### config.mk
export PLATFORM = sky130hd
export DESIGN_NAME = iorm_geom
export DESIGN_NICKNAME = d
export VERILOG_FILES = /design/src/sv/image_orthogonal_remap_unit_assert.svh /design/src/sv/iorm_pkg.sv /design/src/sv/iorm_geom.sv
export SDC_FILE = /design/constraint.sdc
export NUM_CORES = 1
export LEC_CHECK = 0
export BUFFER_PORTS_ARGS = -buffer_cell sky130_fd_sc_hd__buf_2
export CAP_MARGIN = 20
export CELL_PAD_IN_SITES_DETAIL_PLACEMENT = 1
export CELL_PAD_IN_SITES_GLOBAL_PLACEMENT = 2
export CORE_MARGIN = 2
export CORE_UTILIZATION = 15
export DETAILED_ROUTE_END_ITERATION = 12
export GPL_TIMING_DRIVEN = 0
export PLACE_DENSITY_LB_ADDON = 0.1
export SLEW_MARGIN = 5
export SYNTH_ARGS = -nofsm -noshare
export SYNTH_HDL_FRONTEND = slang
export SYNTH_SLANG_ARGS = --single-unit
### constraint.sdc
create_clock -name vclk -period 1.1
set_input_delay 0.055 -clock vclk [all_inputs]
set_output_delay 0.055 -clock vclk [all_outputs]
set_load 0.03 [all_outputs]
### src/sv/image_orthogonal_remap_unit_assert.svh
// Assertion macros shared by the image orthogonal remap RTL.
// Each macro expects i_clk and i_rst_n in the scope where it is used.
`ifndef IMAGE_ORTHOGONAL_REMAP_UNIT_ASSERT_SVH
`define IMAGE_ORTHOGONAL_REMAP_UNIT_ASSERT_SVH

// Same-cycle implication, checked outside reset.
`define IORM_ASSERT_IMPLY(label, ante, cons, msg) \
    label: assert property (@(posedge i_clk) disable iff (!i_rst_n) \
        (ante) |-> (cons)) else $error(msg);

// Next-cycle implication, checked outside reset.
`define IORM_ASSERT_NEXT(label, ante, cons, msg) \
    label: assert property (@(posedge i_clk) disable iff (!i_rst_n) \
        (ante) |=> (cons)) else $error(msg);

`endif

### src/sv/iorm_pkg.sv
// Shared types, widths and codes for the image orthogonal remap unit.
// No dependencies; the other design modules except iorm_store refer to it by scoped names.
`default_nettype none

package iorm_pkg;

    // Default build sizes.
    localparam int MAX_WIDTH_DEF  = 64;
    localparam int MAX_HEIGHT_DEF = 64;
    localparam int PIXEL_BITS_DEF = 32;

    // Fixed field widths.
    localparam int SIZE_W      = 7;
    localparam int SIZE_MAX    = (1 << SIZE_W) - 1;
    localparam int COEF_W      = 2;
    localparam int POS_W       = 6;
    localparam int PIX_W       = 32;
    localparam int CFG_IDX_W   = 3;
    localparam int IN_TDATA_W  = 48;
    localparam int OUT_TDATA_W = 48;

    // Coefficient codes.
    localparam logic [COEF_W-1:0] COEF_ZERO = 2'b00;
    localparam logic [COEF_W-1:0] COEF_NEG1 = 2'b11;
    localparam logic [COEF_W-1:0] COEF_NEG2 = 2'b10;

    // Item kinds carried on the input tuser bit.
    localparam logic MODE_LOAD = 1'b0;
    localparam logic MODE_READ = 1'b1;

    // Reset values of the register file.
    localparam logic [SIZE_W-1:0] WIDTH_RST  = 7'd64;
    localparam logic [SIZE_W-1:0] HEIGHT_RST = 7'd64;
    localparam logic [COEF_W-1:0] COEF_ONE   = 2'b01;

    typedef enum logic [CFG_IDX_W-1:0] {
        CFG_IMAGE_WIDTH  = 3'd0,
        CFG_IMAGE_HEIGHT = 3'd1,
        CFG_COEF_XX      = 3'd2,
        CFG_COEF_XY      = 3'd3,
        CFG_COEF_YX      = 3'd4,
        CFG_COEF_YY      = 3'd5
    } t_cfg_idx;

    typedef struct packed {
        logic [SIZE_W-1:0] width;
        logic [SIZE_W-1:0] height;
        logic [COEF_W-1:0] xx;
        logic [COEF_W-1:0] xy;
        logic [COEF_W-1:0] yx;
        logic [COEF_W-1:0] yy;
    } t_cfg;

    // Decoded frame geometry for the current register settings.
    typedef struct packed {
        logic              ok;
        logic [SIZE_W-1:0] w;
        logic [SIZE_W-1:0] h;
        logic [SIZE_W-1:0] ow;
        logic [SIZE_W-1:0] oh;
        logic              x_from_col;
        logic              x_neg;
        logic              y_from_col;
        logic              y_neg;
    } t_geom;

endpackage

`default_nettype wire

### src/sv/iorm_geom.sv
// Register decode: clamps the source size, checks the matrix, derives the output size.
// Depends on iorm_pkg.
`default_nettype none

module iorm_geom #(
    parameter int MAX_WIDTH  = iorm_pkg::MAX_WIDTH_DEF,
    parameter int MAX_HEIGHT = iorm_pkg::MAX_HEIGHT_DEF
) (
    input  var iorm_pkg::t_cfg  i_cfg,
    output var iorm_pkg::t_geom o_geom
);

    localparam int LIM_W = (MAX_WIDTH  < iorm_pkg::SIZE_MAX) ? MAX_WIDTH  : iorm_pkg::SIZE_MAX;
    localparam int LIM_H = (MAX_HEIGHT < iorm_pkg::SIZE_MAX) ? MAX_HEIGHT : iorm_pkg::SIZE_MAX;
    localparam logic [iorm_pkg::SIZE_W-1:0] LIM_W_V = iorm_pkg::SIZE_W'(LIM_W);
    localparam logic [iorm_pkg::SIZE_W-1:0] LIM_H_V = iorm_pkg::SIZE_W'(LIM_H);
    localparam logic [iorm_pkg::SIZE_W-1:0] ONE_V   = iorm_pkg::SIZE_W'(1);

    logic [iorm_pkg::SIZE_W-1:0] w;
    logic [iorm_pkg::SIZE_W-1:0] h;
    logic nz_xx, nz_xy, nz_yx, nz_yy;
    logic any_bad;
    logic ok;

    always_comb begin
        w = (i_cfg.width == '0) ? ONE_V : ((i_cfg.width > LIM_W_V) ? LIM_W_V : i_cfg.width);
        h = (i_cfg.height == '0) ? ONE_V : ((i_cfg.height > LIM_H_V) ? LIM_H_V : i_cfg.height);

        nz_xx = (i_cfg.xx != iorm_pkg::COEF_ZERO);
        nz_xy = (i_cfg.xy != iorm_pkg::COEF_ZERO);
        nz_yx = (i_cfg.yx != iorm_pkg::COEF_ZERO);
        nz_yy = (i_cfg.yy != iorm_pkg::COEF_ZERO);

        any_bad = (i_cfg.xx == iorm_pkg::COEF_NEG2) || (i_cfg.xy == iorm_pkg::COEF_NEG2) ||
                  (i_cfg.yx == iorm_pkg::COEF_NEG2) || (i_cfg.yy == iorm_pkg::COEF_NEG2);

        // exactly one nonzero entry in each row and each column
        ok = !any_bad && (nz_xx ^ nz_xy) && (nz_yx ^ nz_yy) &&
             (nz_xx ^ nz_yx) && (nz_xy ^ nz_yy);

        o_geom.ok         = ok;
        o_geom.w          = w;
        o_geom.h          = h;
        o_geom.ow         = (ok && !nz_xx) ? h : w;
        o_geom.oh         = (ok && nz_yx) ? w : h;
        o_geom.x_from_col = nz_xx;
        o_geom.x_neg      = nz_xx ? (i_cfg.xx == iorm_pkg::COEF_NEG1)
                                  : (i_cfg.xy == iorm_pkg::COEF_NEG1);
        o_geom.y_from_col = nz_yx;
        o_geom.y_neg      = nz_yx ? (i_cfg.yx == iorm_pkg::COEF_NEG1)
                                  : (i_cfg.yy == iorm_pkg::COEF_NEG1);
    end

endmodule

`default_nettype wire

==> Word level (Yosys, flattened, before mapping) <==
Cells that the tools add are included.
Widths: inputs -> output; s select.
{ "word_totals": {"regBits": 0, "in_bits": 22, "out_inout_bits": 33} }
{ "op_classes": {"order_cmp": 2, "eq_ne": 8, "n_mux": 8, "bitwise": 4, "n_reduce_logical": 17} }
{ "op_table": {"columns": ["cell", "count"], "rows": [
  ["$mux 7", 6],
  ["$eq 2x2->1 const B", 8],
  ["$gt 7x7->1 const B", 2],
  ["$logic_not 7->1", 2],
  ["$reduce_bool 2->1", 4],
  ["$logic_and 1x1->1", 6],
  ["$xor 1x1->1", 4],
  ["$logic_or 1x1->1", 3],
  ["$logic_not 1->1", 2],
  ["$mux 1", 2]
]} }

==> Logic depth before layout (Yosys ltp) <==
{ "depth": {"depth_word": 11, "depth_mapped": 5, "mapped_depth_nobuf": 3} }

==> Worst setup path before layout <==
No wires, ideal clock.
{ "synth_path": {"kind": "input port to output port", "startpoint": "input i_cfg[7] (netlist bit)", "endpoint": "output o_geom[13] (netlist bit)", "arrival_ns": 1.147, "required_ns": 1.045, "setup_slack_ns": -0.102, "stages": 4, "path_buffers": 1, "cell_sequence": "nor4b_4 -> nand2_4 -> buf_6 -> mux2i_1"} }
{ "synth_rtl": {"columns": ["element", "line_no", "source"], "rows": [
  ["start, declared", "iorm_geom.sv:9", "input var iorm_pkg::t_cfg i_cfg,"],
  ["end, declared", "iorm_geom.sv:10", "output var iorm_pkg::t_geom o_geom"]
]} }

==> metrics.txt <==
synth cell count leaders=inv_1 (12), mux2i_1 (12), nand2b_1 (10); Critical Path Source=i_cfg[0]; synthesized area=445 sq um; initial antenna violation count=0; Critical Path RT=1.04 ns; Post-Syn Instances=66; Antenna diodes=0; RSZ-0062 raised after global routing=yes; total power divided by cell area=450 nW/um^2; worst relative slew slack=0.776; port bufs=53; CP max FO=10; max incr delay on CP=0.32 ns; fill cell count=361; core area=2780 sq um; sequential cell count=0; Die H=58.5 microns; Overflow after GRT=0; post-route setup slack=-0.0566 ns; area leader, netlist=mux2i_1; register area=0 sq um; WS Path Type=in2out; synth top area cells=mux2i_1 (27%), nand2b_1 (14%), inv_1 (10%); Final Setup Violations=13; first-pass GRT wire length=2520 microns; share of layout cells above drive strength 1=0.566; Synth top area share=0.270; Hold Path Origin=i_cfg[3]; Area Growth Syn to Fin=93.8%; Synth Net Count=88; max-slew violation count=0; Initial Utilization=0.160; Power, Total=0.000388 W; Critical Path End Type=output port; final core occ=0.310; 1st-iter DRT viols=3; CP bufs+invs=3; clock buffers=0; Tcrit/Tclk final=1.05; worst slew pin tran=0.335 ns; # DRC=0; Layout Nets=146; fmax=0.865 GHz; Max VDD drop=0.163 mV; Max Cap Viol=0; failing checks=setup timing; arrival time worst endpoint=1.10 ns; Hold Path Cell Cnt=3; Final HPWL DP=1360 microns; I/O Pins=55; Tot GR Track Use=0.0883; vias after detailed routing=610; wire per inst=10.2 microns; HP Class=in2out; sequential fraction of the synthesis area=0; Avg Cell Area, Syn=6.75 sq um; family with the most delay on the worst path=buffers and inverters; vias in the first global route=576; hold_buf cts=0; die width=58.5 microns; RD Place Congestion=0.658; minimum clock period=1.16 ns; Total Wirelength=1550 microns; # rows=19; Slowest-stage cell, CP=nor4b_4; die area=3420 sq um; via density per instance=3.99; Final ANT Viol Nets=0; CP Depth=6; area occupied by multi-input gates=368 sq um; Cell variety after synth=19; Lkg Pwr=0.604 nW; largest net degree at the start of global routing=11; TritonRoute pass-1 iters=2; yosys warns=0; CP startpoint kind=input port; outcome=finished, violations left; crit path cell chain=buf_8 -> nor4b_4 -> nand2_4 -> buf_12 -> mux2i_1 -> buf_4; final hold viol count=0
-- where the power goes --
group          switching, W  internal [W]
Sequential                0             0
Combinational      0.000236      0.000152
Clock                     0             0
-- worst min-delay path: stages --
cell and delay (ns):
buf_2 0.10, o21ai_0 0.08, buf_2 0.17
-- what timing repair did --
action | CTS | global route
pin swaps | 2 | 1
cloned | 0 | 0
endpoints found under the setup margin | 13 | 16
hold endpoints to repair | 0 | 0
setup buffers | 3 | 0
resized for setup | 26 | 4
-- cell usage in the layout (no fill, tap or decap), types with 3 or more instances in the layout --
cell / n
clkbuf_1: 3
buf_2: 36
buf_6: 4
nand2_1: 4
inv_1: 12
buf_4: 18
nand2b_1: 10
mux2i_1: 12
-- area by class of cell --
type	instances	share of cell area
inverter	12	0.0522
timing repair buffer	56	0.409
buffer	8	0.0681
multi-input combinational	46	0.426
tap	31	0.0449
-- layer usage --
metal,track usage,vias to the layer above,share of wire
met4,0,0,0
met3,0.0110,0,0.087
met5,0,-,0
met2,0.159,28,0.48
met1,0.119,262,0.43
li1,-,320,-
-- kinds of logic after synthesis --
family / synth area share
and+or+nand+nor: 0.424
buffers and inverters: 0.211
muxes: 0.320
AOI/OAI and AO/OA: 0.0449
-- final timing paths --
path,end,slack [ns]
worst max-delay path,o_geom[9],-0.06
worst min-delay path,o_geom[0],0.47
-- through the flow --
step / setup WS, ns / setup TNS, ns / instance area (sq um) / instances / hold WS [ns]
after global routing: -0.130 / -1.41 / 863 / 153 / 0.491
after floorplan: -0.102 / -0.986 / 445 / 66 / 0.327
final: -0.0566 / -0.481 / 863 / 153 / 0.466
after global placement: -0.151 / -1.62 / 749 / 150 / 0.466
after detailed placement: -0.152 / -1.57 / 749 / 150 / 0.474
after CTS: -0.0583 / -0.536 / 850 / 153 / 0.474
No activity file was read; power rests on OpenSTA's default activity.
