**src/sv/image_orthogonal_remap_unit_assert.svh**
```systemverilog
// Assertion macros shared by the image orthogonal remap RTL.
// Each macro expects i_clk and i_rst_n in the scope where it is used.
`ifndef IMAGE_ORTHOGONAL_REMAP_UNIT_ASSERT_SVH
`define IMAGE_ORTHOGONAL_REMAP_UNIT_ASSERT_SVH

// Same-cycle implication, checked outside reset.
`define IORM_ASSERT_IMPLY(label, ante, cons, msg) \
    label: assert property (@(posedge i_clk) disable iff (!i_rst_n) \
        (ante) |-> (cons)) else $error(msg);

// Next-cycle implication, checked outside reset.
`define IORM_ASSERT_NEXT(label, ante, cons, msg) \
    label: assert property (@(posedge i_clk) disable iff (!i_rst_n) \
        (ante) |=> (cons)) else $error(msg);

`endif

```
**src/sv/iorm_pkg.sv**
```systemverilog
// Shared types, widths and codes for the image orthogonal remap unit.
// No dependencies; the other design modules except iorm_store refer to it by scoped names.
`default_nettype none

package iorm_pkg;

    // Default build sizes.
    localparam int MAX_WIDTH_DEF  = 64;
    localparam int MAX_HEIGHT_DEF = 64;
    localparam int PIXEL_BITS_DEF = 32;

    // Fixed field widths.
    localparam int SIZE_W      = 7;
    localparam int SIZE_MAX    = (1 << SIZE_W) - 1;
    localparam int COEF_W      = 2;
    localparam int POS_W       = 6;
    localparam int PIX_W       = 32;
    localparam int CFG_IDX_W   = 3;
    localparam int IN_TDATA_W  = 48;
    localparam int OUT_TDATA_W = 48;

    // Coefficient codes.
    localparam logic [COEF_W-1:0] COEF_ZERO = 2'b00;
    localparam logic [COEF_W-1:0] COEF_NEG1 = 2'b11;
    localparam logic [COEF_W-1:0] COEF_NEG2 = 2'b10;

    // Item kinds carried on the input tuser bit.
    localparam logic MODE_LOAD = 1'b0;
    localparam logic MODE_READ = 1'b1;

    // Reset values of the register file.
    localparam logic [SIZE_W-1:0] WIDTH_RST  = 7'd64;
    localparam logic [SIZE_W-1:0] HEIGHT_RST = 7'd64;
    localparam logic [COEF_W-1:0] COEF_ONE   = 2'b01;

    typedef enum logic [CFG_IDX_W-1:0] {
        CFG_IMAGE_WIDTH  = 3'd0,
        CFG_IMAGE_HEIGHT = 3'd1,
        CFG_COEF_XX      = 3'd2,
        CFG_COEF_XY      = 3'd3,
        CFG_COEF_YX      = 3'd4,
        CFG_COEF_YY      = 3'd5
    } t_cfg_idx;

    typedef struct packed {
        logic [SIZE_W-1:0] width;
        logic [SIZE_W-1:0] height;
        logic [COEF_W-1:0] xx;
        logic [COEF_W-1:0] xy;
        logic [COEF_W-1:0] yx;
        logic [COEF_W-1:0] yy;
    } t_cfg;

    // Decoded frame geometry for the current register settings.
    typedef struct packed {
        logic              ok;
        logic [SIZE_W-1:0] w;
        logic [SIZE_W-1:0] h;
        logic [SIZE_W-1:0] ow;
        logic [SIZE_W-1:0] oh;
        logic              x_from_col;
        logic              x_neg;
        logic              y_from_col;
        logic              y_neg;
    } t_geom;

endpackage

`default_nettype wire

```
**src/sv/iorm_raster.sv**
```systemverilog
// Raster position counters for the load stream, with restart when the size shrinks.
// Depends on iorm_pkg.
`default_nettype none

module iorm_raster (
    input  var logic                        i_clk,
    input  var logic                        i_rst_n,
    input  var logic                        i_step,
    input  var logic [iorm_pkg::SIZE_W-1:0] i_w,
    input  var logic [iorm_pkg::SIZE_W-1:0] i_h,
    output var logic [iorm_pkg::SIZE_W-1:0] o_x,
    output var logic [iorm_pkg::SIZE_W-1:0] o_y,
    output var logic                        o_wrap
);

    localparam int SW = iorm_pkg::SIZE_W;

    logic [SW-1:0] r_x, r_y, n_x, n_y;
    logic [SW-1:0] x, y;
    logic [SW:0]   x_inc, y_inc;
    logic          restart, x_last, y_last;

    always_comb begin
        restart = (r_x >= i_w) || (r_y >= i_h);
        x       = restart ? '0 : r_x;
        y       = restart ? '0 : r_y;
        x_inc   = {1'b0, x} + (SW+1)'(1);
        y_inc   = {1'b0, y} + (SW+1)'(1);
        x_last  = (x_inc >= {1'b0, i_w});
        y_last  = (y_inc >= {1'b0, i_h});

        n_x = r_x;
        n_y = r_y;
        if (i_step) begin
            if (x_last) begin
                n_x = '0;
                n_y = y_last ? '0 : y_inc[SW-1:0];
            end else begin
                n_x = x_inc[SW-1:0];
                n_y = y;
            end
        end
    end

    always_ff @(posedge i_clk) begin
        if (!i_rst_n) begin
            r_x <= '0;
            r_y <= '0;
        end else begin
            r_x <= n_x;
            r_y <= n_y;
        end
    end

    assign o_x    = x;
    assign o_y    = y;
    assign o_wrap = x_last && y_last;

endmodule

`default_nettype wire

```
**config.mk**
```make
export PLATFORM = sky130hd
export DESIGN_NAME = iorm_raster
export DESIGN_NICKNAME = d
export VERILOG_FILES = /design/src/sv/image_orthogonal_remap_unit_assert.svh /design/src/sv/iorm_pkg.sv /design/src/sv/iorm_raster.sv
export SDC_FILE = /design/constraint.sdc
export NUM_CORES = 1
export LEC_CHECK = 0
export BUFFER_PORTS_ARGS = -buffer_cell sky130_fd_sc_hd__buf_2
export CORE_MARGIN = 1
export CORE_UTILIZATION = 45
export DETAILED_ROUTE_END_ITERATION = 16
export GPL_TIMING_DRIVEN = 1
export MAX_ROUTING_LAYER = met4
export PLACE_DENSITY = 0.66
export SKIP_LAST_GASP = 1
export SLEW_MARGIN = 5
export SYNTH_ARGS = -nofsm -noshare
export SYNTH_HDL_FRONTEND = slang
export SYNTH_SLANG_ARGS = --single-unit
```
**constraint.sdc**
```tcl
create_clock -name i_clk -period 4.7 [get_ports i_clk]
set_clock_uncertainty 0.15 [all_clocks]
set_input_delay 0.47 -clock i_clk [delete_from_list [all_inputs] [get_ports i_clk]]
set_output_delay 0.47 -clock i_clk [all_outputs]
set_load 0.01 [all_outputs]
```
======== After elaboration in Yosys (flattened, before gate mapping) ========
Cells that the tools add are included.
cells by class
  equal/unequal tests ..................... 0
  divide/modulo/power cells ............... 0
  mux-type cells .......................... 5
  multiply operators ...................... 0
  reduce and logical (&&, ||, !) cells .... 2
  magnitude comparators ................... 4
  shift operators ......................... 0
  bitwise gates (word level) .............. 0
  add/subtract/negate cells ............... 2
operator list
  cell                                                            count
  7-bit 2-to-1 mux                                                5
  7-bit by 1-bit adder with 8-bit output (second input constant)  2
  8-bit by 7-bit greater-or-equal comparator with 1-bit output    2
  7-bit greater-or-equal comparator                               2
  1-bit logical AND                                               1
  1-bit logical OR                                                1
storage, ports and cells
  memory bits (writable) .................. 0
  logic and storage cells ................. 15
  bits in latches ......................... 0
  memory bits (read-only) ................. 0
  bits in registers ....................... 14
  memories kept ........................... 0
  input port bits ......................... 17
  output and inout port bits .............. 15

======== Depth between registers and ports, before layout ========
  depth in word-level cells ............... 7
  mapped depth ............................ 21
  gate-level depth less buffers ........... 18

======== Worst setup path after synthesis ========
Ideal clock, no wire load.
  path type ............................... input to output
  start ................................... in i_w[4] (netlist name)
  end ..................................... out o_wrap
  buffers on the path ..................... 1
  arrival ................................. 4.015 ns
  path slack .............................. 0.065 ns
  stages .................................. 18
  data required time ...................... 4.080 ns
  cell sequence ........................... inv_1 > ha_1 > a21o_1 > a21o_1 > a2111oi_4 > nand3_2 > clkbuf_1 > nor2_1 > ha_1 > nand3_1 > nor2_1 > xnor2_1 > nor2_1 > ha_1 > nand3_1 > o21ai_1 > nor2_1 > nor2_1
on the way
  longest elaborated chain between the ends .. 6
  elaborated cells between the ends (all ways) .. 9
  classes of those cells .................. add/sub: 2; order compare: 3; mux: 2; reduce/logical: 2
RTL lines
  element                                                       line               RTL
  from (decl)                                                   iorm_raster.sv:9   input var logic [iorm_pkg::SIZE_W-1:0] i_w,
  7-bit greater-or-equal comparator                             iorm_raster.sv:24  restart = (r_x >= i_w) || (r_y >= i_h);
  1-bit logical OR                                              iorm_raster.sv:24
  7-bit 2-to-1 mux                                              iorm_raster.sv:25  x = restart ? '0 : r_x;
  net o_x (one bit)                                             iorm_raster.sv:11  output var logic [iorm_pkg::SIZE_W-1:0] o_x,
  7-bit by 1-bit adder with 8-bit output                        iorm_raster.sv:27  x_inc = {1'b0, x} + (SW+1)'(1);
  8-bit by 7-bit greater-or-equal comparator with 1-bit output  iorm_raster.sv:29  x_last = (x_inc >= {1'b0, i_w});
  1-bit logical AND                                             iorm_raster.sv:57  assign o_wrap = x_last && y_last;
  to (decl)                                                     iorm_raster.sv:13  output var logic o_wrap
The timed path passes the listed nets, and every way through them passes these cells.

======== Worst setup path after layout ========
  start ................................... reg r_y[6]
  end ..................................... out o_wrap
on the way
  longest elaborated chain between the ends .. 6
  elaborated cells between the ends (all ways) .. 9
  classes of those cells .................. add/sub: 2; order compare: 3; mux: 2; reduce/logical: 2
RTL lines
  element                                                                                 line                                  RTL
  from (decl)                                                                             iorm_raster.sv:18                     logic [SW-1:0] r_x, r_y, n_x, n_y;
  from (signal assigned)                                                                  iorm_raster.sv:51                     r_y <= n_y;
  7-bit greater-or-equal comparator                                                       iorm_raster.sv:24
  1-bit logical OR                                                                        iorm_raster.sv:24
  7-bit 2-to-1 mux, on equally long branches                                              iorm_raster.sv:25, iorm_raster.sv:26
  7-bit by 1-bit adder with 8-bit output, on equally long branches                        iorm_raster.sv:27, iorm_raster.sv:28
  8-bit by 7-bit greater-or-equal comparator with 1-bit output, on equally long branches  iorm_raster.sv:29, iorm_raster.sv:30
  1-bit logical AND *                                                                     iorm_raster.sv:57
Mark *: on every way between the ends. The rest lies on a longest branch, timed or not.

==> results_dict.tcl <==
set metrics [dict create \
    routed_wl_um 4280 \
    vias 1659 \
    rows 21 \
    syn-cell-area_um2 1640 \
    synth-seq-cells 14 \
    final_area_um2 2030 \
    max_slew_margin_pct 73.7 \
    route.detailed.drc 0 \
    grt_max_degree 14 \
    syn_inst 211 \
    cts_num_sinks 14 \
    drt.antenna.violating_nets 0 \
    dieArea_um2 3900 \
    clock_power_share_pct 33.7 \
    yosysSeqAreaShare_pct 17.0 \
    clk_pin_slew_ps 100 \
    cts_buffer_depth 2 \
    cts_tree "yes" \
    synth.avg_cell_area_um2 7.79 \
    cp_slowest_cell "or3_1" \
    syn-num-nets 258 \
    ys_warn_count 0 \
    post-route-period-util_pct 94.8 \
    finalHoldViolCount 0 \
    crit_chain "ha_1 -> nand4_1 -> or3_1 -> and3_4 -> and2_1 -> ha_1 -> or3_1 -> nand2_1 -> ha_1 -> a21oi_1 -> o21ai_0 -> a21oi_1 -> o21ai_2 -> nor2_1 -> nor2_1 -> buf_2" \
    area_growth_pct 23.4 \
    power.density_nw_per_um2 143 \
    fin_setup_tns_ps 0 \
    grt_pass1_vias 1557 \
    power.internal_mw 0.199 \
    dpl_worst_slack_ps 55.8 \
    synth-xor-area-share_pct 4.26 \
    initial_core_util_pct 48.1 \
    fin_nets 307 \
    tightest_slew_ps 393 \
    max_freq_ghz 0.224 \
    overflow 0 \
    crit_path_start_kind "flop" \
    swShare_pct 31.6 \
    synth_compound_area_share_pct 22.1 \
    grt_use_total_pct 23.4 \
    antenna_found_initial 0 \
    cp_data_required_time_ps 4080 \
    finalPower_mw 0.290 \
    viasPerCell 5.44 \
    grt_first_pass_wirelength_um 7150 \
    gp_congestion 0.928 \
    synth_edf_count 0 \
    drv_slew 0 \
    period_minus_slack_ps 4460 \
    timing.final.ws_setup_ps 244 \
    portBuffers 31 \
    ys_top_cells_by_area "ha_1 (23%), dfxtp_1 (17%), nor2_1 (4.8%)" \
    synth.largest_area_cell "ha_1" \
    yosys.area_share.simple_pct 27.7 \
    cpMostUsedCell "ha_1" \
    setup_viol 0 \
    yosysMostFrequentCell "ha_1" \
    ys_types 41 \
    r2r_start "r_y[6]" \
    dpl-instance-area_um2 1950 \
    slowest_delay_ps 470 \
    seq_power_share_pct 42.4 \
    critPathBufInv 1 \
    first_pass_iters 4 \
    core_area_um2 3420 \
    synthMuxAreaShare_pct 0 \
    clk-insertion-delay-late_ps 300 \
    synth_top_family_by_area "simple AND/OR/NAND/NOR gates" \
    hold_class "in -> reg" \
    min-delay-start "i_rst_n" \
    utilization_pct 59.4 \
    switchingPower_mw 0.0919 \
    synth_commonest_cells "ha_1 (30), nor2_1 (21), inv_1 (17)" \
    synthArstFlopShare_pct 0 \
    cap_viol_max_count 0 \
    crit_type "reg -> out" \
    synthAdderAreaFrac_pct 22.8 \
    crit_arrival_ps 3840 \
    leakagePower_nw 1.07 \
    drive_above_1_share_pct 25.9 \
    ctsHtreeMaxLevel 1 \
    netlist.area_leader.share_pct 22.8 \
    max-vdd-ir-drop_v 0.0000722 \
    cp_max_fo 5 \
    n_antenna_cell 0 \
    routedWlPerCell_um 14.0 \
    place_hpwl_um 3340 \
    cts_buffers 3 \
    path_delay_family "simple AND/OR/NAND/NOR gates" \
    ctsHoldBuffers 0 \
    pin_count 32 \
    root_buffer "clkbuf_4" \
    dr.first_iter.drc_count 121 \
    critPathLaunch "r_y[6]" \
    die_h_um 62.4 \
    die_w_um 62.4 \
    status "completed" \
    combPwrFrac_pct 24.0 \
    endpoint_kind "primary output" \
    synth_ff_type "dfxtp_1" \
]
[layout make-up]
cell class / count / area (um^2)
well taps: 46 / 57.6
repair buffers: 51 / 305
multi-input cells: 173 / 1280
fillers: 333 / 1390
clock buffers: 4 / 36.3
inverters: 17 / 63.8
flip-flops and latches: 14 / 282
[kinds of logic after synthesis]
logic type	after synthesis
xor+xnor	8
compound gates	51
flops	14
buf+inv	24
fa+ha+maj	30
simple gates	84
[power groups by stage]
stage | clock [mW] | combinational [mW] | sequential [mW]
after floorplan | 0 | 0.0425 | 0.126
final | 0.0978 | 0.0696 | 0.123
after detailed placement | 0 | 0.0667 | 0.126
after global routing | 0.103 | 0.0804 | 0.124
after CTS | 0.0974 | 0.0668 | 0.123
after global placement | 0 | 0.0654 | 0.126
[state kept, by name (all words and copies together) (netlist names)]
name  count
r_y       7
r_x       7
[path summary, 6_finish.rpt]
kind | to | slack, ps | depth (start not counted)
worst min-delay path | r_x[2] | 350 | 2
worst min register to register | r_y[0] | 370 | 2
worst max register to register | r_y[2] | 420 | 17
worst max-delay path | o_wrap | 240 | 16
[metal layers]
metal	up-vias	part of all wire, %	wire length, um	track usage (%)
met5	-	0	0	-
met2	52	47	2030	39.0
li1	851	-	-	-
met3	7	6.4	275	2.55
met1	749	45	1930	29.5
met4	0	0.94	40	7.27
[repair_timing]
action,CTS,global route
setup buffers,0,3
endpoints found under the setup margin,0,1
gates resized for setup,0,9
[metrics by stage]
stage / hold WS (ps) / instances
floorplan: 324 / 211
global placement: 367 / 298
detailed placement: 372 / 298
CTS: 354 / 302
global route: 364 / 305
finish: 353 / 305
[placed cells by master (no fill, tap or decap), types with 2 or more instances in the layout]
master,n
a211oi_1,4
a21boi_1,4
a21o_1,5
a21oi_1,10
a22o_1,3
a31oi_1,2
and2_1,12
and3_1,3
buf_2,31
buf_4,20
clkbuf_4,3
dfxtp_1,13
ha_1,30
inv_1,17
nand2_1,12
nand2b_1,2
nand3_1,9
nand4_1,5
nand4b_1,3
nor2_1,18
nor2_2,3
nor2b_1,3
nor3_1,2
nor4_1,2
o21a_1,4
o21ai_0,7
o21ai_1,5
o21ai_2,2
or3_1,2
xnor2_1,6
xor2_1,2
No activity file was read; power rests on OpenSTA's default activity.
