===== src/sv/image_orthogonal_remap_unit_assert.svh =====
// Assertion macros shared by the image orthogonal remap RTL.
// Each macro expects i_clk and i_rst_n in the scope where it is used.
`ifndef IMAGE_ORTHOGONAL_REMAP_UNIT_ASSERT_SVH
`define IMAGE_ORTHOGONAL_REMAP_UNIT_ASSERT_SVH

// Same-cycle implication, checked outside reset.
`define IORM_ASSERT_IMPLY(label, ante, cons, msg) \
    label: assert property (@(posedge i_clk) disable iff (!i_rst_n) \
        (ante) |-> (cons)) else $error(msg);

// Next-cycle implication, checked outside reset.
`define IORM_ASSERT_NEXT(label, ante, cons, msg) \
    label: assert property (@(posedge i_clk) disable iff (!i_rst_n) \
        (ante) |=> (cons)) else $error(msg);

`endif


===== src/sv/iorm_pkg.sv =====
// Shared types, widths and codes for the image orthogonal remap unit.
// No dependencies; the other design modules except iorm_store refer to it by scoped names.
`default_nettype none

package iorm_pkg;

    // Default build sizes.
    localparam int MAX_WIDTH_DEF  = 64;
    localparam int MAX_HEIGHT_DEF = 64;
    localparam int PIXEL_BITS_DEF = 32;

    // Fixed field widths.
    localparam int SIZE_W      = 7;
    localparam int SIZE_MAX    = (1 << SIZE_W) - 1;
    localparam int COEF_W      = 2;
    localparam int POS_W       = 6;
    localparam int PIX_W       = 32;
    localparam int CFG_IDX_W   = 3;
    localparam int IN_TDATA_W  = 48;
    localparam int OUT_TDATA_W = 48;

    // Coefficient codes.
    localparam logic [COEF_W-1:0] COEF_ZERO = 2'b00;
    localparam logic [COEF_W-1:0] COEF_NEG1 = 2'b11;
    localparam logic [COEF_W-1:0] COEF_NEG2 = 2'b10;

    // Item kinds carried on the input tuser bit.
    localparam logic MODE_LOAD = 1'b0;
    localparam logic MODE_READ = 1'b1;

    // Reset values of the register file.
    localparam logic [SIZE_W-1:0] WIDTH_RST  = 7'd64;
    localparam logic [SIZE_W-1:0] HEIGHT_RST = 7'd64;
    localparam logic [COEF_W-1:0] COEF_ONE   = 2'b01;

    typedef enum logic [CFG_IDX_W-1:0] {
        CFG_IMAGE_WIDTH  = 3'd0,
        CFG_IMAGE_HEIGHT = 3'd1,
        CFG_COEF_XX      = 3'd2,
        CFG_COEF_XY      = 3'd3,
        CFG_COEF_YX      = 3'd4,
        CFG_COEF_YY      = 3'd5
    } t_cfg_idx;

    typedef struct packed {
        logic [SIZE_W-1:0] width;
        logic [SIZE_W-1:0] height;
        logic [COEF_W-1:0] xx;
        logic [COEF_W-1:0] xy;
        logic [COEF_W-1:0] yx;
        logic [COEF_W-1:0] yy;
    } t_cfg;

    // Decoded frame geometry for the current register settings.
    typedef struct packed {
        logic              ok;
        logic [SIZE_W-1:0] w;
        logic [SIZE_W-1:0] h;
        logic [SIZE_W-1:0] ow;
        logic [SIZE_W-1:0] oh;
        logic              x_from_col;
        logic              x_neg;
        logic              y_from_col;
        logic              y_neg;
    } t_geom;

endpackage

`default_nettype wire


===== src/sv/iorm_map.sv =====
// Address generation: maps a raster position or a read position to a store address.
// Depends on iorm_pkg.
`default_nettype none

module iorm_map #(
    parameter int ADDR_W = 12
) (
    input  var iorm_pkg::t_geom           i_geom,
    input  var logic                      i_mode,
    input  var logic [iorm_pkg::SIZE_W-1:0] i_x,
    input  var logic [iorm_pkg::SIZE_W-1:0] i_y,
    input  var logic [iorm_pkg::POS_W-1:0]  i_row,
    input  var logic [iorm_pkg::POS_W-1:0]  i_col,
    output var logic [ADDR_W-1:0]         o_addr,
    output var logic                      o_in_frame
);

    localparam int SW = iorm_pkg::SIZE_W;

    logic [SW-1:0]   src_x, src_y, span_x, span_y;
    logic [SW-1:0]   tx, ty;
    logic [2*SW-1:0] prod;
    logic [2*SW:0]   sum;

    always_comb begin
        src_x  = i_geom.x_from_col ? i_x : i_y;
        span_x = i_geom.x_from_col ? (i_geom.w - SW'(1)) : (i_geom.h - SW'(1));
        src_y  = i_geom.y_from_col ? i_x : i_y;
        span_y = i_geom.y_from_col ? (i_geom.w - SW'(1)) : (i_geom.h - SW'(1));

        if (i_mode == iorm_pkg::MODE_READ) begin
            tx = SW'(i_col);
            ty = SW'(i_row);
        end else begin
            // mirrored axis counts back from the far edge
            tx = i_geom.x_neg ? (span_x - src_x) : src_x;
            ty = i_geom.y_neg ? (span_y - src_y) : src_y;
        end

        prod       = ty * i_geom.ow;
        sum        = {1'b0, prod} + (2*SW+1)'(tx);
        o_addr     = ADDR_W'(sum);
        o_in_frame = i_geom.ok && (ty < i_geom.oh) && (tx < i_geom.ow);
    end

endmodule

`default_nettype wire


===== config.mk =====
export PLATFORM = sky130hd
export DESIGN_NAME = iorm_map
export DESIGN_NICKNAME = d
export VERILOG_FILES = /design/src/sv/image_orthogonal_remap_unit_assert.svh /design/src/sv/iorm_pkg.sv /design/src/sv/iorm_map.sv
export SDC_FILE = /design/constraint.sdc
export NUM_CORES = 1
export LEC_CHECK = 0
export ABC_AREA = 1
export BUFFER_PORTS_ARGS = -buffer_cell sky130_fd_sc_hd__clkbuf_2
export CAP_MARGIN = 10
export CORE_ASPECT_RATIO = 0.9
export CORE_MARGIN = 2
export CORE_UTILIZATION = 45
export DETAILED_ROUTE_END_ITERATION = 8
export PLACE_DENSITY = 0.76
export SYNTH_ARGS = -nofsm -noshare
export SYNTH_HDL_FRONTEND = slang
export SYNTH_SLANG_ARGS = --single-unit
export TNS_END_PERCENT = 20

===== constraint.sdc =====
create_clock -name vclk -period 23.1
set_clock_uncertainty 0.15 [all_clocks]
set_input_delay 3.465 -clock vclk [all_inputs]
set_output_delay 3.465 -clock vclk [all_outputs]
set_load 0.1 [all_outputs]

## Yosys cells after proc, flatten, opt, wreduce, memory -nomap -nowiden

Cells that the tools add are included.

- Memories: 0
- Bits in read-only memories: 0
- Output and inout bits: 13
- Latch bits: 0
- Logic and storage cells: 18
- Input bits: 60
- Memory bits (writable): 0
- Flip-flop bits (word level): 0

- $add $sub $neg: 5
- Multiply operators: 1
- Bitwise gates (word level): 0
- Div/mod/pow operators: 0
- Reduce and logical (&&, ||, !) cells: 2
- Mux-type cells: 8
- Shift operators: 0
- Equal/unequal tests: 0
- Order comparisons: 2

Operators by type and width:

| operator | count |
|---|---|
| $mux W7 | 8 |
| $lt A7 B7 Y1 | 2 |
| $sub A7 B1 Y7 const B | 2 |
| $sub A7 B7 Y7 | 2 |
| $add A12 B7 Y12 | 1 |
| $mul A7 B7 Y12 | 1 |
| $logic_and A1 B1 Y1 | 2 |

## Longest topological paths before layout

Gate-level depths: netlist of run 1.

- Depth in word-level cells: 8
- Depth in mapped cells: 34
- Depth with buffers taken out: 34

## Worst setup path before layout of run 1

Ideal clock, no wire load.

- Kind: input to output
- Start point: input i_geom[18] (netlist name)
- End point: output o_addr[9]
- Buffers on the path: 0
- Arrival time: 9672 ps
- Data required time: 19485 ps
- Setup slack: 9813 ps
- Stages: 26
- Cells stage by stage: inv_1 -> ha_1 -> xor2_1 -> nand2_1 -> o21ai_0 -> ha_1 -> a21oi_1 -> nand2_1 -> xnor2_1 -> nand2_1 -> nand3_1 -> o21ai_0 -> inv_1 -> nor2_1 -> fa_1 -> fa_1 -> inv_1 -> fa_1 -> fa_1 -> inv_1 -> ha_1 -> nand2_1 -> nor3_1 -> a21oi_1 -> o21ai_0 -> xor2_1

- Longest elaborated chain between the ends: 7
- Elaborated cells between the ends (all ways): 11
- Classes of those cells: add/sub (4); mul (1); mux (6)

Ends and longest elaborated chain:

| item | line | text |
|---|---|---|
| start: declaration | iorm_map.sv:8 | `input var iorm_pkg::t_geom i_geom,` |
| $sub A7 B1 Y7 * | iorm_map.sv:27, iorm_map.sv:29 |  |
| $mux W7 | iorm_map.sv:29 | `span_y = i_geom.y_from_col ? (i_geom.w - SW'(1)) : (i_geom.h - SW'(1));` |
| $sub A7 B7 Y7 | iorm_map.sv:37 | `ty = i_geom.y_neg ? (span_y - src_y) : src_y;` |
| $mux W7 | iorm_map.sv:37 |  |
| $mux W7 | iorm_map.sv:31 | `if (i_mode == iorm_pkg::MODE_READ) begin` |
| $mul A7 B7 Y12 | iorm_map.sv:40 | `prod = ty * i_geom.ow;` |
| $add A12 B7 Y12 * | iorm_map.sv:41 | `sum = {1'b0, prod} + (2*SW+1)'(tx);` |
| end: declaration | iorm_map.sv:14 | `output var logic [ADDR_W-1:0] o_addr,` |

Mark *: on every way between the ends. The rest lies on a longest branch, timed or not.

## Worst setup path after layout of run 1

- Start point: input i_geom[18] (netlist name)
- End point: output o_addr[11]

Same word-level chain as after synthesis.

==> results of run 1 <==
==> kinds of logic (layout without fill, tap and decap cells) <==
logic type / count (synthesis) / after routing / synth area share [%]
AOI/OAI and AO/OA: 78 / 78 / 13.8
xor gates and xnor gates: 23 / 23 / 6.19
adders and majority gates: 85 / 85 / 40.1
buffers and inverters: 119 / 185 / 14.1
and+or+nand+nor: 196 / 196 / 25.8
==> worst max-delay path: cells and delay by family <==
family                   cells  cell delay, ns
buffers and inverters        6            0.99
AO/OA/AOI/OAI                5            1.11
XOR/XNOR                     3            0.58
AND/OR/NAND/NOR              9            0.82
adder cells (fa/ha/maj)      7            2.88
==> cell type report <==
class / instances / area, um^2
tap: 93 / 116
fill: 748 / 3340
inverter: 112 / 420
multi-input combinational: 382 / 2800
timing repair buffer: 73 / 365
==> path summary, 6_finish.rpt <==
| kind | start | end | slack, ns | depth (start not counted) |
|---|---|---|---|---|
| worst max-delay path | i_geom[18] | o_addr[11] | 9.64 | 30 |
| worst min-delay path | i_geom[32] | o_in_frame | 7.48 | 5 |
==> layer usage <==
metal / share of wire, % / routed length [um] / vias to the layer above
met5: 0 / 0 / -
met4: 0.36 / 31 / 0
met3: 7.1 / 610 / 6
met2: 46 / 3950 / 130
met1: 46 / 3980 / 1556
li1: - / - / 1717
==> metrics by stage <==
step,util [%],instances
after global placement,52.5,660
after CTS,52.5,660
after global routing,52.5,660
after detailed placement,52.5,660
final,52.5,660
after floorplan,-,501
==> cell usage in the layout, fill, tap and decap left out, types with 3 or more instances in the layout <==
| cell | n |
|---|---|
| sky130_fd_sc_hd__o211ai_1 | 4 |
| sky130_fd_sc_hd__clkbuf_2 | 73 |
| sky130_fd_sc_hd__xor2_1 | 13 |
| sky130_fd_sc_hd__nor3_1 | 3 |
| sky130_fd_sc_hd__xnor2_1 | 10 |
| sky130_fd_sc_hd__nand3_2 | 3 |
| sky130_fd_sc_hd__nor2_1 | 56 |
| sky130_fd_sc_hd__inv_1 | 104 |
| sky130_fd_sc_hd__ha_1 | 53 |
| sky130_fd_sc_hd__o21ai_1 | 8 |
| sky130_fd_sc_hd__fa_1 | 32 |
| sky130_fd_sc_hd__o21ai_2 | 3 |
| sky130_fd_sc_hd__o21ai_0 | 30 |
| sky130_fd_sc_hd__inv_2 | 6 |
| sky130_fd_sc_hd__nand3_1 | 18 |
| sky130_fd_sc_hd__nand4_1 | 11 |
| sky130_fd_sc_hd__nand2_1 | 95 |
| sky130_fd_sc_hd__a21oi_1 | 24 |
==> out/summary.md, run 1 <==
For met1 alone, demand over resource in global routing was 33.7%. Count of antenna diodes in the layout: 0. Most frequent cell on the critical path: sky130_fd_sc_hd__nand2_1.

Routability-driven placement finished with a final weighted congestion of 0.954. Of all nets on the critical path, the largest fanout is 6. Overall track demand over capacity in global routing: 23.0%. Final global-route overflow total: 0. The number of setup buffers added after CTS was 0; the number of resized instances in the post-cts repair step was 0. Ranked by total cell area, the synthesized netlist is headed by sky130_fd_sc_hd__ha_1 20%, sky130_fd_sc_hd__fa_1 20%, sky130_fd_sc_hd__inv_1 12%.

The net count of the finished layout is 714. With fillers left out, the area of the finished cells amounts to 3700 um^2. The count of final max-slew check failures came out at 0. The total nets after synthesis was 646; the synthesized cell area was 3250 um^2. The initial antenna violation count was 0. For this design, the slowest cell found on the critical path is sky130_fd_sc_hd__fa_1. After layout, the minimum clock period comes to 13.46 ns.

Dividing the detail-routed via count by the number of cells gives 5.17. Setup violations remaining at the end of the flow were counted as 0. The number of hold violations in the final report is 0. Data arrival time of the critical path: 9.85 ns.

Pin count of the biggest net entering global routing: 22. Yosys mapped the design onto 36 distinct sky130hd cell types. The sequential cell area is 0 um^2, and the met2 track utilization from global routing is 39.9%.

Across all layers, the routed design uses 3409 vias. The number of hold buffers added after CTS was 0. The logs give 48.7% for the worst slew slack as a fraction of its limit and 7680 um for the placed wire-length estimate after detailed placement. For the number of flip-flops and latches, the log shows 0. Sorting the synthesized cells by how often they occur yields 104 x sky130_fd_sc_hd__inv_1, 95 x sky130_fd_sc_hd__nand2_1, 56 x sky130_fd_sc_hd__nor2_1.

The category of the most critical setup path was input pin to primary output. The average instance area after synthesis came out at 6.50 um^2. Of the available clock period, the critical path in the final layout requires 58.3%. 73 I/O pins were placed.

The quantity of I/O buffers inserted on ports is 73. The worst setup path is captured at a primary output. Once the floorplan was initialized, standard cells occupied 46.2% of the core.

The residual DRC count was 0. In the final timing run, aggregate negative setup slack is 0 ns. The worst setup path is launched from an input pin. The logs give 501 for the post-synthesis instance total and 7930 um^2 for the full die area. From synthesis to final layout, the design area changed by 13.6%. The synthesis warning total was 0. The flow ran to the end, and the final reports show no timing, DRC or antenna violations. The global routing stage identified its most utilized layer as met2.

In the finished layout, the clock tree contains a buffer count of 0. The die is 93.6 um wide. The detailed-routing iteration count for the pre-antenna-repair pass came out at 5. The logs give 3367 for the number of global-route vias before repair and 3700 um^2 for the cell area after placement.

The tool flagged a number of max-cap violations equal to 0. The area share of the largest cell type after synthesis works out to 20.4%. Setup repair after global routing left no endpoint under its margin. The count of nets left with antenna violations once routing finished came out at 0. The routed design has 8570 um of wire. In the post-synthesis netlist, the cell with the most instances is sky130_fd_sc_hd__inv_1.

The tightest hold path in the finished design has a slack of 7.48 ns. The path category of the worst min-delay check was input pin to primary output. sky130_fd_sc_hd__ha_1 takes more of the synthesized area than any other cell. For this run, the slowest stage of the critical path takes 0.54 ns. The proportion of layout cells with a drive suffix above 1 was 16.8%. Before CTS, the worst setup slack after placement is 9.76 ns.

The count of routing violations after the opening detailed-route iteration came out at 226. The initialized floorplan defines 29 standard-cell rows. For this run, the register share of the synthesized area comes to 0%. The run gives 15000 um as the wire length of the first global-routing pass. The achievable clock frequency is 74.3 MHz, and the met3 usage in global routing is 0.808%. The height of the chip was 84.7 um.

The actual slew at the worst max-slew pin is 0.761 ns, and the final worst slack is 9.64 ns. Data on the critical path is required at its endpoint by 19.49 ns. The tools report the total core area as 7040 um^2. The final routed wire length divided by cell count came out at 13.0 um.
Power of run 1 is not shown: default switching activity piles up to over one toggle a cycle in this logic, so the estimate is an artifact.
==> run 2: changes to the inputs <==
- ABC_AREA: 1 -> 0
- clock period: 23.1 -> 12.74 ns (I/O delays scaled with it)
==> run 2 against run 1 <==
Design area is 0.71% lower. Synthesized area is 1.1% lower. Critical path type unchanged. Global-route usage is 1.6 points lower. Sequential share of layout area stayed put. Non-clock buffer count stayed put. Critical endpoint unchanged. Die area is 1.0% lower. Core utilization is 0.10 points lower. Synthesized cell count is 17% lower.
==> out/summary.md, run 2 <==
The worst slew slack as a fraction of its limit is 22.8% (-26 points), and the detailed-routing iteration count for the pre-antenna-repair pass is 4 (-1). The number of different library cells in the post-synthesis netlist was 40 (+11%). The total number of vias is 3015 (-12%).

The cell depth of the worst min-delay path was 5 (unchanged); the initial antenna violation count was 0 (unchanged). The met2 wire length is 3940 um (-0.38%), and the quantity of I/O buffers inserted on ports is 73 (unchanged). Endpoint of the worst setup timing path: o_addr[11]. The run gives 0 (unchanged) as the count of final max-slew check failures. The post-layout net count is 629 (-12%). The full die area came out at 7850 um^2 (-1.0%). The remaining number of nets flagged by the antenna check after routing was 0 (unchanged). The achievable clock frequency was 94.5 MHz. The maximum fanout along the worst path came out at 5 (-1). The residual DRC count was 0 (unchanged).

The proportion of layout cells with a drive suffix above 1 was 17.2% (+0.47 points). Cell with the most instances after synthesis: sky130_fd_sc_hd__inv_1. The post-layout utilization of the core came out at 52.4% (-0.10 points). For the count of max-cap constraint violations, the log shows 0 (unchanged). The tools report the worst slack at placement as 2.18 ns (-7.58 ns). The tools report the post-synthesis instance total as 417 (-17%). The height of the chip works out to 84.2 um (-0.51%). By area the synthesized netlist is led by sky130_fd_sc_hd__ha_1 21%, sky130_fd_sc_hd__fa_1 20%, sky130_fd_sc_hd__inv_1 9.1%. The total core area is 7000 um^2 (-0.52%). The design area was 3670 um^2 (-0.71%); the cell area after placement was 3670 um^2 (-0.71%).

The logs give 29 (unchanged) for the number of core rows and 0 (unchanged) for the final global-route overflow total. For the clock buffer instance count of the final layout, the log shows 0 (unchanged). The synthesized cell area is 3220 um^2 (-1.1%). The overall track demand over capacity in global routing was 21.5% (-1.6 points); the total negative slack was 0 ns (unchanged). Of the available clock period, the critical path in the final layout requires 83.1%. From synthesis to final layout, the design area changed by 14.0%.

The logs give 0.947 (-0.67%) for the routability congestion estimate from global placement and 31 (+41%) for the pin count of the biggest net entering global routing. The number of hold violations in the final report was 0 (unchanged). For the number of resized instances in the post-cts repair step, the log shows 0 (unchanged).

The tools report the number of global-route vias before repair as 3182 (-5.5%). The worst setup path is captured at a primary output. The number of setup violations in the final report came out at 0 (unchanged). The cell with the biggest individual delay on the critical path is sky130_fd_sc_hd__fa_1. For the initial standard-cell utilization of the core, the log shows 46.0% (-0.26 points). The sequential share of the synthesized area was 0% (unchanged). For the number of setup buffers added after CTS, the log shows 0 (unchanged). Uppermost layer routed: met4. The adder and majority gate portion of the synthesized area is 40.5% (+0.44 points), and the actual slew at the worst max-slew pin is 1.15 ns (+0.385 ns). The final routed wire length divided by cell count is 14.3 um (+9.8%), and the average instance area after synthesis is 7.72 um^2 (+19%). The wire length of the first global-routing pass is 14000 um (-6.7%), and the required time reported for the critical path endpoint is 10.68 ns (-8.81 ns). The run finished with clean final reports.

The mux share of post-synthesis cell area was 7.66% (+7.7 points); the data arrival time of the critical path was 8.52 ns (-1.33 ns). By count the netlist is led by 78 x sky130_fd_sc_hd__inv_1, 53 x sky130_fd_sc_hd__ha_1, 35 x sky130_fd_sc_hd__and2_1. The fraction of synthesized cell area in xor and xnor cells came out at 7.07% (+0.88 points). The placed wire-length estimate after detailed placement was 7180 um (-6.5%); the amount of wire on met3 after detailed routing was 364 um (-40%). Most frequent standard cell in the layout excluding fill and tap cells: sky130_fd_sc_hd__inv_1. For the count of antenna diodes in the layout, the log shows 0 (unchanged). The via density per instance is 5.24 (+1.5%). Largest family of logic cells by synthesized area: adder cells. Setup repair after global routing left no endpoint under its margin. The tightest min-delay check is of the input pin to primary output type.

Leaving out fill and tap cells, the most frequent cells in the layout are 78 x sky130_fd_sc_hd__inv_1, 73 x sky130_fd_sc_hd__clkbuf_2, 53 x sky130_fd_sc_hd__ha_1. The sequential cell area was 0 um^2 (unchanged); the die outline width was 93.2 um (-0.52%). The setup path with the least slack is of type input pin to primary output.

For the final worst slack, the log shows 2.16 ns (-7.48 ns). The tools report the count of routing violations after the opening detailed-route iteration as 115 (-49%). Wire length on met1: 3770 um (-5.3%). For the synthesis warning total, the log shows 0 (unchanged). Compound-cell area share of the yosys netlist: 15.7% (+1.9 points). The simple-gate share of the synthesized area is 19.0% (-6.8 points), and the area share of the largest cell type after synthesis is 20.6% (+0.22 points).

The number of flip-flops and latches was 0 (unchanged); the total nets after synthesis was 562 (-13%). STA classifies the critical path startpoint as an input pin. The aggregate routed wire length is 8200 um (-4.3%). The critical path starts at i_geom[18]. Total of hold buffers inserted after clock tree synthesis: 0 (unchanged).

The largest stage delay on the critical path was 0.56 ns (+0.02 ns); the post-layout minimum cycle time was 10.58 ns. The synthesized design spends more area on one cell type than any other, namely sky130_fd_sc_hd__ha_1. The run gives 73 (unchanged) as the I/O pin count.
-- run 2: worst min-delay path by stage --
| stage | end | slack, ns | from |
|---|---|---|---|
| 6_report | o_in_frame | 4.45 | i_geom[32] |
| 5_1_grt | o_in_frame | 4.47 | i_geom[32] |
| 4_1_cts | o_in_frame | 4.41 | i_geom[32] |
| 3_5_place_dp | o_in_frame | 4.41 | i_geom[32] |
| 3_3_place_gp | o_in_frame | 4.43 | i_geom[32] |
| 2_1_floorplan | o_in_frame | 4.20 | i_geom[32] |
-- run 2: layout make-up --
| cell class | count | area (um^2) |
|---|---|---|
| repair buffers | 73 | 365 |
| well taps | 93 | 116 |
| fillers | 702 | 3330 |
| inverters | 78 | 293 |
| multi-input cells | 331 | 2900 |
-- run 2: kinds of logic after synthesis --
kind of cell	count (synthesis)
AOI/OAI and AO/OA	82
xor gates and xnor gates	26
adders and majority gates	85
buffers and inverters	86
muxes	24
and+or+nand+nor	114
-- run 2: worst max-delay path: cells and delay by family --
kind	cells	cell delay (ns)
AO/OA/AOI/OAI	7	1.52
AND/OR/NAND/NOR	5	0.79
adder cells (fa/ha/maj)	7	2.90
buffers and inverters	6	0.83
XOR/XNOR	3	0.54
-- run 2: routing by layer --
metal / track usage, % / up-vias
met2: 38.5 / 76
met3: 1.44 / 14
met5: 0 / -
met4: 4.14 / 0
li1: - / 1512
met1: 28.5 / 1413
-- run 2: metrics by stage --
stage          cells  hold WS, ns
5_1_grt          575         4.47
4_1_cts          575         4.41
6_report         575         4.45
2_1_floorplan    417         4.20
3_3_place_gp     575         4.43
3_5_place_dp     575         4.41
Power of run 2 is left out for the same reason.
